--- src/rtl/core/assert_macros.svh ---
// Assertion macros used by the smoother's pass cell.
`ifndef ASSERT_MACROS_SVH
`define ASSERT_MACROS_SVH

// Same-cycle implication, checked on clk outside reset.
`define ASSERT_IMPL(lbl, ante, cons) \
  lbl: assert property (@(posedge clk) disable iff (!rst_n) (ante) |-> (cons)) \
    else $error("same-cycle implication check failed");

// Next-cycle implication, checked on clk outside reset.
`define ASSERT_NEXT(lbl, ante, cons) \
  lbl: assert property (@(posedge clk) disable iff (!rst_n) (ante) |=> (cons)) \
    else $error("next-cycle implication check failed");

`endif

--- src/rtl/core/cps_pkg.sv ---
// Shared types, constants and the corner-cut arithmetic of the path smoother.
`timescale 1ns / 1ps
package cps_pkg;

  localparam int MAX_LEVELS  = 5;
  localparam int COORD_WIDTH = 16;
  localparam int LEVEL_W     = 3;
  localparam int SUM_W       = COORD_WIDTH + 2;
  localparam int TDATA_W     = 2 * COORD_WIDTH;

  typedef logic signed [COORD_WIDTH-1:0] coord_t;
  typedef logic [LEVEL_W-1:0] level_t;

  // One path point as it moves between passes
  typedef struct packed {
    coord_t x;
    coord_t y;
    logic   last;
  } pt_t;

  localparam logic signed [SUM_W-1:0] Q_HI = SUM_W'(2 ** (COORD_WIDTH - 1) - 1);
  localparam logic signed [SUM_W-1:0] Q_LO = SUM_W'(-(2 ** (COORD_WIDTH - 1)));

  // round((3a + b) / 4), halves away from zero, clamped to the coordinate range.
  // Negative sums use floor((s + 1) / 4), positive ones floor((s + 2) / 4).
  function automatic coord_t cut(coord_t a, coord_t b);
    logic signed [SUM_W-1:0] ae;
    logic signed [SUM_W-1:0] be;
    logic signed [SUM_W-1:0] s;
    logic signed [SUM_W-1:0] t;
    logic signed [SUM_W-1:0] q;
    coord_t res;
    ae = {{2{a[COORD_WIDTH-1]}}, a};
    be = {{2{b[COORD_WIDTH-1]}}, b};
    s  = (ae <<< 1) + ae + be;
    t  = s + (s[SUM_W-1] ? SUM_W'(1) : SUM_W'(2));
    q  = {{2{t[SUM_W-1]}}, t[SUM_W-1:2]};
    if (q > Q_HI) begin
      res = Q_HI[COORD_WIDTH-1:0];
    end else if (q < Q_LO) begin
      res = Q_LO[COORD_WIDTH-1:0];
    end else begin
      res = q[COORD_WIDTH-1:0];
    end
    return res;
  endfunction

endpackage

--- src/rtl/core/cps_cell.sv ---
// One Chaikin pass: takes a point stream, emits one to three points per request.
`timescale 1ns / 1ps
`include "assert_macros.svh"
module cps_cell import cps_pkg::*; (
  input  logic clk,
  input  logic rst_n,
  input  logic en,          // pass active; when low points go straight through
  input  pt_t  in_pt,
  input  logic in_valid,
  output logic in_ready,
  output pt_t  out_pt,
  output logic out_valid,
  input  logic out_ready
);

  typedef enum logic [1:0] {STEP_0, STEP_1, STEP_2} step_t;

  logic   busy_r;
  step_t  step_r;
  logic   have_prev_r;
  coord_t prev_x_r;
  coord_t prev_y_r;
  pt_t    cur_r;
  pt_t    out_r;
  logic   out_valid_r;

  step_t  last_step;
  pt_t    emit;
  logic   load;
  logic   final_step;
  logic   take;

  // Number of points this request produces, as the index of the final one
  always_comb begin
    if (!en) begin
      last_step = STEP_0;
    end else if (!have_prev_r) begin
      last_step = cur_r.last ? STEP_1 : STEP_0;
    end else begin
      last_step = cur_r.last ? STEP_2 : STEP_1;
    end
  end

  // Point emitted at the current step
  always_comb begin
    emit = cur_r;
    if (!en) begin
      emit = cur_r;
    end else if (!have_prev_r) begin
      emit.last = (step_r == STEP_1);
    end else begin
      case (step_r)
        STEP_0: begin
          emit.x    = cut(prev_x_r, cur_r.x);
          emit.y    = cut(prev_y_r, cur_r.y);
          emit.last = 1'b0;
        end
        STEP_1: begin
          emit.x    = cut(cur_r.x, prev_x_r);
          emit.y    = cut(cur_r.y, prev_y_r);
          emit.last = 1'b0;
        end
        default: begin
          emit = cur_r;
        end
      endcase
    end
  end

  assign load       = busy_r && (!out_valid_r || out_ready);
  assign final_step = (step_r == last_step);
  assign in_ready   = !busy_r || (load && final_step);
  assign take       = in_valid && in_ready;

  // Control: sequencing, open-path flag, output valid
  always_ff @(posedge clk) begin
    if (!rst_n) begin
      busy_r      <= 1'b0;
      step_r      <= STEP_0;
      have_prev_r <= 1'b0;
      out_valid_r <= 1'b0;
    end else begin
      if (load) begin
        out_valid_r <= 1'b1;
      end else if (out_ready) begin
        out_valid_r <= 1'b0;
      end
      if (load && final_step) begin
        step_r <= STEP_0;
        busy_r <= 1'b0;
        if (en) begin
          have_prev_r <= !cur_r.last;
        end
      end else if (load) begin
        step_r <= step_t'(step_r + 2'd1);
      end
      if (take) begin
        busy_r <= 1'b1;
      end
    end
  end

  // Payload: current point, previous point, output register
  always_ff @(posedge clk) begin
    if (load) begin
      out_r <= emit;
    end
    if (load && final_step && en) begin
      prev_x_r <= cur_r.x;
      prev_y_r <= cur_r.y;
    end
    if (take) begin
      cur_r <= in_pt;
    end
  end

  assign out_pt    = out_r;
  assign out_valid = out_valid_r;

  `ASSERT_IMPL(a_step_bound, busy_r, step_r <= last_step)
  `ASSERT_IMPL(a_idle_step, !busy_r, step_r == STEP_0)
  `ASSERT_IMPL(a_last_final, load && emit.last, final_step)
  `ASSERT_NEXT(a_close_path, load && final_step && en && cur_r.last, !have_prev_r)
  `ASSERT_IMPL(a_ready_busy, in_ready && busy_r, load && final_step)

endmodule

--- src/rtl/core/chaikin_path_smoother_core.sv ---
// Top level: level register and the row of Chaikin pass cells.
//
// Usage: points enter on the in_ stream (x, y packed in in_tdata, end of
// path on in_tlast) and leave on the out_ stream in the same format. The
// cfg_ port sets the number of passes (0..5, larger values act as 5); write
// it only while the block is empty. The row holds five cells, one per pass;
// unused passes forward points untouched and keep their state.
// Each cell passes a point through a point register, then an output
// register, on its way to the next cell.
// Throughput: each active pass emits one point per cycle unless its output
// stalls, and doubles the stream: a middle point becomes 2^levels points
// at the output (32 at five passes), the final point of a path 2^(levels+1)-1.
// The last cell's output register sets the pace; each cell takes its next
// point in the cycle its final result leaves.
// Reset (synchronous, rst_n low) empties every cell, closes all open paths
// and sets the pass count to zero. When the receiver stalls, out_tdata holds
// and back-pressure ripples up the row to in_tready; nothing is dropped.
`timescale 1ns / 1ps
module chaikin_path_smoother_core import cps_pkg::*; (
  input  logic               clk,
  input  logic               rst_n,
  input  logic               cfg_wr_en,
  input  logic [LEVEL_W-1:0] cfg_wr_data,
  input  logic               in_tvalid,
  output logic               in_tready,
  input  logic [TDATA_W-1:0] in_tdata,   // x [15:0], y [31:16]
  input  logic               in_tlast,
  output logic               out_tvalid,
  input  logic               out_tready,
  output logic [TDATA_W-1:0] out_tdata,  // x [15:0], y [31:16]
  output logic               out_tlast
);

  level_t levels_r;
  level_t lv;
  pt_t    link_pt    [MAX_LEVELS+1];
  logic   link_valid [MAX_LEVELS+1];
  logic   link_ready [MAX_LEVELS+1];

  // Pass count register
  always_ff @(posedge clk) begin
    if (!rst_n) begin
      levels_r <= '0;
    end else if (cfg_wr_en) begin
      levels_r <= cfg_wr_data;
    end
  end

  assign lv = (levels_r > level_t'(MAX_LEVELS)) ? level_t'(MAX_LEVELS) : levels_r;

  // Input side of the row
  assign link_pt[0].x    = in_tdata[COORD_WIDTH-1:0];
  assign link_pt[0].y    = in_tdata[TDATA_W-1:COORD_WIDTH];
  assign link_pt[0].last = in_tlast;
  assign link_valid[0]   = in_tvalid;
  assign in_tready       = link_ready[0];

  // Row of pass cells
  for (genvar k = 0; k < MAX_LEVELS; k++) begin : g_cell
    cps_cell u_cell (
      .clk      (clk),
      .rst_n    (rst_n),
      .en       (level_t'(k) < lv),
      .in_pt    (link_pt[k]),
      .in_valid (link_valid[k]),
      .in_ready (link_ready[k]),
      .out_pt   (link_pt[k+1]),
      .out_valid(link_valid[k+1]),
      .out_ready(link_ready[k+1])
    );
  end

  // Output side of the row
  assign out_tvalid             = link_valid[MAX_LEVELS];
  assign link_ready[MAX_LEVELS] = out_tready;
  assign out_tdata              = {link_pt[MAX_LEVELS].y, link_pt[MAX_LEVELS].x};
  assign out_tlast              = link_pt[MAX_LEVELS].last;

endmodule

--- config.mk ---
export PLATFORM = sky130hd
export DESIGN_NAME = chaikin_path_smoother_core
export DESIGN_NICKNAME = d
export VERILOG_FILES = /design/src/rtl/core/cps_pkg.sv /design/src/rtl/core/cps_cell.sv /design/src/rtl/core/chaikin_path_smoother_core.sv
export VERILOG_INCLUDE_DIRS = /design/src /design/src/rtl/core
export SDC_FILE = /design/constraint.sdc
export NUM_CORES = 2
export LEC_CHECK = 0
export BUFFER_PORTS_ARGS = -buffer_cell sky130_fd_sc_hd__buf_4
export CORE_MARGIN = 5
export CORE_UTILIZATION = 65
export CTS_CLUSTER_DIAMETER = 30
export DETAILED_ROUTE_END_ITERATION = 16
export GPL_TIMING_DRIVEN = 0
export PLACE_DENSITY = 0.82
export SLEW_MARGIN = 20
export SYNTH_ARGS = -nofsm -noshare
export SYNTH_HDL_FRONTEND = slang
export SYNTH_HIERARCHICAL = 1
export SYNTH_SLANG_ARGS = --single-unit
--- constraint.sdc ---
create_clock -name clk -period 17.24 [get_ports clk]
set_input_delay 0 -clock clk [delete_from_list [all_inputs] [get_ports clk]]
set_output_delay 0 -clock clk [all_outputs]
set_load 0.05 [all_outputs]
## Word-level counts from Yosys, hierarchy flattened

Cells that the tools add are included.
Widths: inputs -> output; s select.

- Eq/ne operators: 10
- Reduce and logical (&&, ||, !) cells: 70
- Bitwise logic cells: 1
- Order comparisons: 46
- Add/subtract/negate cells: 65
- Muxes and demuxes: 121

Operator list:

| operator | count |
|---|---|
| $mux 16 | 40 |
| $add 17x16->18 | 20 |
| $add 18x16->18 | 20 |
| $add 18x3->18 | 20 |
| $pmux 33 s2 | 5 |
| $gt 16x16->1 const B | 20 |
| $lt 16x16->1 const B | 20 |
| $mux 33 | 5 |
| $mux 32 | 5 |
| $mux 2 | 35 |
| $mux 1 | 30 |
| $logic_and 1x1->1 | 20 |
| $reduce_bool 2->1 | 10 |
| $logic_not 1->1 | 15 |
| $add 2x1->2 const B | 5 |
| $eq 2x1->1 const B | 5 |
| $eq 2x2->1 | 5 |
| $logic_not 2->1 | 5 |
| $logic_or 1x1->1 | 10 |
| $reduce_and 2->1 | 5 |
| $reduce_or 2->1 | 5 |
| $lt 1x3->1 const A | 2 |
| $lt 2x3->1 const A | 2 |
| $gt 3x3->1 const B | 1 |
| other kinds (3) | 3 |

- Input port bits: 41
- Register bits after elaboration: 518
- Output and inout port bits: 35
- Logic and storage cells: 374

## Longest topological paths before layout

- Word-level depth: 25
- Mapped depth: 22

## By module

The synthesis kept the hierarchy.

Modules (own cells, without submodules):

| module | cells each | seq. area each (sq um) | instances | area an instance (sq um) |
|---|---|---|---|---|
| cps_cell (g_cell[3].u_cell) | 1004 | 3042.9 | 1 | 10052.1 |
| cps_cell (g_cell[1].u_cell) | 986 | 3042.9 | 1 | 9994.6 |
| cps_cell (g_cell[0].u_cell) | 982 | 3042.9 | 1 | 9970.8 |
| cps_cell (g_cell[2].u_cell) | 935 | 3042.9 | 1 | 9799.4 |
| cps_cell (g_cell[4].u_cell) | 897 | 3042.9 | 1 | 9511.6 |
| chaikin_path_smoother_core | 14 | 60.1 | 1 | 141.4 |

## Least setup slack after synthesis

Ideal clock, no wire load.

- Path type: register -> register
- Start point: register g_cell[4].u_cell/cur_r[0] (netlist name)
- End point: register g_cell[0].u_cell.have_prev_r
- Data arrival time: 5961 ps
- Library setup time: 253 ps
- Path buffers: 0
- Slack: 11027 ps
- Cell stages (with the launch flop): 20
- Clock period less this slack: 6213 ps
- Cell sequence: edfxtp_1 ha_1 xnor2_1 nand3_1 o21ai_0 a32oi_1 o21ai_0 nor2b_1 nand2b_1 o21ai_0 nor2b_1 nand2b_1 o21ai_0 nor2b_1 nand2b_1 o21ai_0 nor2b_1 nand2b_1 nor3b_1 a211oi_1

RTL lines:

| what | line | RTL |
|---|---|---|
| start: declaration | cps_cell.sv:23 | `pt_t cur_r;` |
| start signal: assignment | cps_cell.sv:113 | `cur_r <= in_pt;` |
| end signal: assignment | cps_cell.sv:92 | `have_prev_r <= !cur_r.last;` |
| end: declaration | cps_cell.sv:20 | `logic have_prev_r;` |

==> summary.txt <==
Route
  • # DRC: 0
  • Routed len/inst: 21.1 um
  • Via count: 40515
  • Final WL: 130 mm
  • First-pass DRT Iterations: 6
  • Vias per cell: 6.57
  • DRT iter0 DRCs: 3392
  • Final ANT Viol Nets: 0

STA
  • Slew HR: 33.4%
  • Setup violators final: 0
  • Least-Margin Pin Slew: 0.989 ns
  • Min Tclk post-route: 6.44 ns
  • Max-slew violation count: 0
  • Worst clock skew: 0.0556 ns
  • Achievable frequency: 155 MHz
  • Final period util: 37.4%
  • Setup TNS: 0 ns
  • RSZ-0062 raised after global routing: false
  • Hold Fails Final Rpt: 0

Global route
  • Routing usage on met1: 35.4%
  • Gr ovfl total: 0
  • Global-route wire length before repair: 209 mm
  • Grt peak-use layer: met2
  • GR Util met3: 4.06%
  • Pin count of the biggest net entering global routing: 35
  • M2 GR Usage: 56.8%
  • GR Util All Layers: 31.3%
  • Antenna violations before repair: 0
  • Number of global-route vias before repair: 40637

Synthesis
  • Synth unique cells: 140
  • Top cell type's share of synthesized area: 29.7%
  • Register area share after synthesis: 30.9%
  • Largest family of logic cells by synthesized area: adder cells
  • Post-synth EDFFs: 490
  • Complex-gate fraction of the synthesized area: 19.2%
  • Yosys warns: 6
  • Main synth FF type: edfxtp_1
  • Synth Instances: 4818
  • Synth Net Count: 5544
  • Syn_area_per_cell: 10.3 um^2
  • Simple-Gate Fraction of Synth Area: 15.2%
  • Yosys reg bits: 518
  • Cell taking the most area after synthesis: edfxtp_1
  • Asr flop ratio synth: 0%
  • Synth area leaders: edfxtp_1 (30%), fa_1 (13%), ha_1 (9.2%), xnor2_1 (5.5%), xor2_1 (3.6%)
  • Synth Area in XOR/XNOR: 9.14%
  • Cell area after synthesis: 0.0495 mm^2
  • Multiplexer share of the synthesized area: 0.840%
  • Synth Area in Adders: 22.2%

CTS
  • CTS root buf: clkbuf_16
  • TritonCTS clock tree: done
  • Worst-Skew Late Latency: 0.70 ns
  • Clk buf depth: 3
  • Clk slew on worst S/H paths: 0.05 ns
  • Inserted Clock Buffers: 116
  • Post-CTS Setup Inserts: 0
  • CTS H-tree depth: 3
  • Total clock sinks: 518

Die
  • Starting Density: 65.4%
  • Die Wd: 286 um
  • Core area: 0.0757 mm^2
  • I/O pins: 76
  • Die area: 0.0817 mm^2
  • Die Span Y: 286 um
  • Rows: 101

Critical path
  • Setup CP Type: reg -> reg
  • Req. time, crit path: 17.59 ns
  • Critical Path Start Type: flop
  • Worst Path Buf+Inv: 2
  • Critical-path top delay cell: o21ai_0
  • Cell mode on critical path: o21ai_0
  • CP Capture Type: flop
  • Largest stage delay, worst path: 0.66 ns
  • Crit-path cells: o21a_1 -> clkbuf_1 -> a32oi_1 -> o21ai_0 -> nor2b_1 -> nand2b_1 -> o21ai_0 -> nor2b_1 -> nand2b_1 -> o21ai_0 -> nor2b_1 -> nand2b_1 -> o21ai_0 -> nor2b_1 -> nand2b_1 -> o21ai_0 -> and2_2 -> buf_16
  • R2R Setup Slk: 10.80 ns
  • Crit path max-delay family: compound AO/OA/AOI/OAI gates
  • Worst EP arrival: 6.79 ns
  • Worst-path fanout max: 17

Run
  • Max-cap viol count: 0

Cells and area
  • Register area: 0.0153 mm^2
  • Most common cell after layout, fill and taps aside: edfxtp_1
  • Commonest non-fill, non-tap cells in the layout: edfxtp_1 (490), ha_1 (365), nand2_1 (331)
  • Area added between synthesis and finish: 13.2%
  • Share of cells above drive strength 1: 9.59%
  • # diodes: 0
  • Nets: 5808
  • Fillers: 5085
  • Multi-input combinational cell area: 0.0330 mm^2

Power and ir drop
  • Power Density: 87.4 mW/mm^2
  • Final Power: 0.00489 W
  • Pleak: 21.0 nW
  • Maximum vdd ir drop: 0.0000958 V

Place
  • Dpl hpwl: 100 mm
  • Placer Congestion: 0.995
  • Number of port buffers: 75

Hold path
  • Worst min path class: in -> reg

Outcome
  • Status: complete, no violations
[cell type report]
class	count	share of cell area (%)
buffer	127	0.999
clock buffer	133	5.32
clock inverter	87	1.73
inverter	188	1.26
multi-input combinational	3985	58.9
sequential	518	27.3
tap	978	2.19
timing repair buffer	146	2.34
[what timing repair did]
action                    4_1_cts  5_1_grt
hold endpoints to repair       62        0
hold buffers                   49        0
gates resized for setup         0        0
[path summary, 6_finish.rpt]
check / start / cells past startpoint / endpoint
max: levels_r[2] / 18 / g_cell[0].u_cell/cur_r[0]
min: in_tdata[25] / 2 / g_cell[0].u_cell/cur_r[10]
max reg2reg: levels_r[2] / 18 / g_cell[0].u_cell/cur_r[0]
min reg2reg: g_cell[1].u_cell/out_pt[26] / 0 / g_cell[2].u_cell/cur_r[26]
[through the flow]
step                      setup WS, ns  hold WS, ns  util (%)  instance area, um^2  std cells
after floorplan                  11.03       0.0989         -                49500       4818
after global placement            8.32        0.178      67.7                51300       5871
after detailed placement         11.11        0.179      68.1                51500       5893
after CTS                        10.91    0.0000604      74.0                56000       6162
after global routing             10.29       0.0185      74.0                56000       6162
final                            10.80       0.0275      74.0                56000       6162
[flip-flops by register name, summed over array words and instances, names as in the netlist]
register,flops
g_cell.u_cell/step_r,10
g_cell.u_cell/prev_y_r,80
g_cell.u_cell/cur_r,165
g_cell.u_cell/out_pt,165
g_cell.u_cell/prev_x_r,80
g_cell.u_cell/out_valid,5
g_cell.u_cell/busy_r,5
g_cell.u_cell/have_prev_r,5
levels_r,3
[cell families (layout without fill, tap and decap cells)]
kind of cell | Yosys count | in the layout
and+or+nand+nor | 1416 | 1416
AOI/OAI and AO/OA | 1328 | 1328
adders and majority gates | 685 | 685
muxes | 40 | 40
DFF | 518 | 518
xor gates and xnor gates | 516 | 516
buffers and inverters | 315 | 681
[metal layers]
| metal | up-vias | wire length [um] |
|---|---|---|
| met1 | 19585 | 48100 |
| met3 | 486 | 7160 |
| met4 | 0 | 8460 |
| li1 | 18810 | - |
| met5 | - | 0 |
| met2 | 1634 | 66200 |
[Yosys cell counts (48+ instances only)]
library cell	instances
nand3_1	140
nand4_1	61
o211ai_1	55
fa_1	320
and2_1	55
nor3_1	118
inv_1	188
clkbuf_1	88
edfxtp_1	490
nand2b_1	63
a22oi_1	56
o21ai_0	219
nor2_1	290
and3_1	52
a21oi_1	280
o221ai_1	59
nor2b_1	55
a211oi_1	59
xnor2_1	312
nand2_1	331
xor2_1	204
ha_1	365
a21o_1	96
o21a_1	48
[where the power goes]
group | internal (W) | total (W) | leakage, nW | switching (W)
Sequential | 0.00142 | 0.00147 | 4.70 | 0.0000474
Clock | 0.00141 | 0.00218 | 1.88 | 0.000769
Combinational | 0.000491 | 0.00124 | 14.4 | 0.000753
Total | 0.00332 | 0.00489 | 21.0 | 0.00157
(Power assumes the default switching activity.)
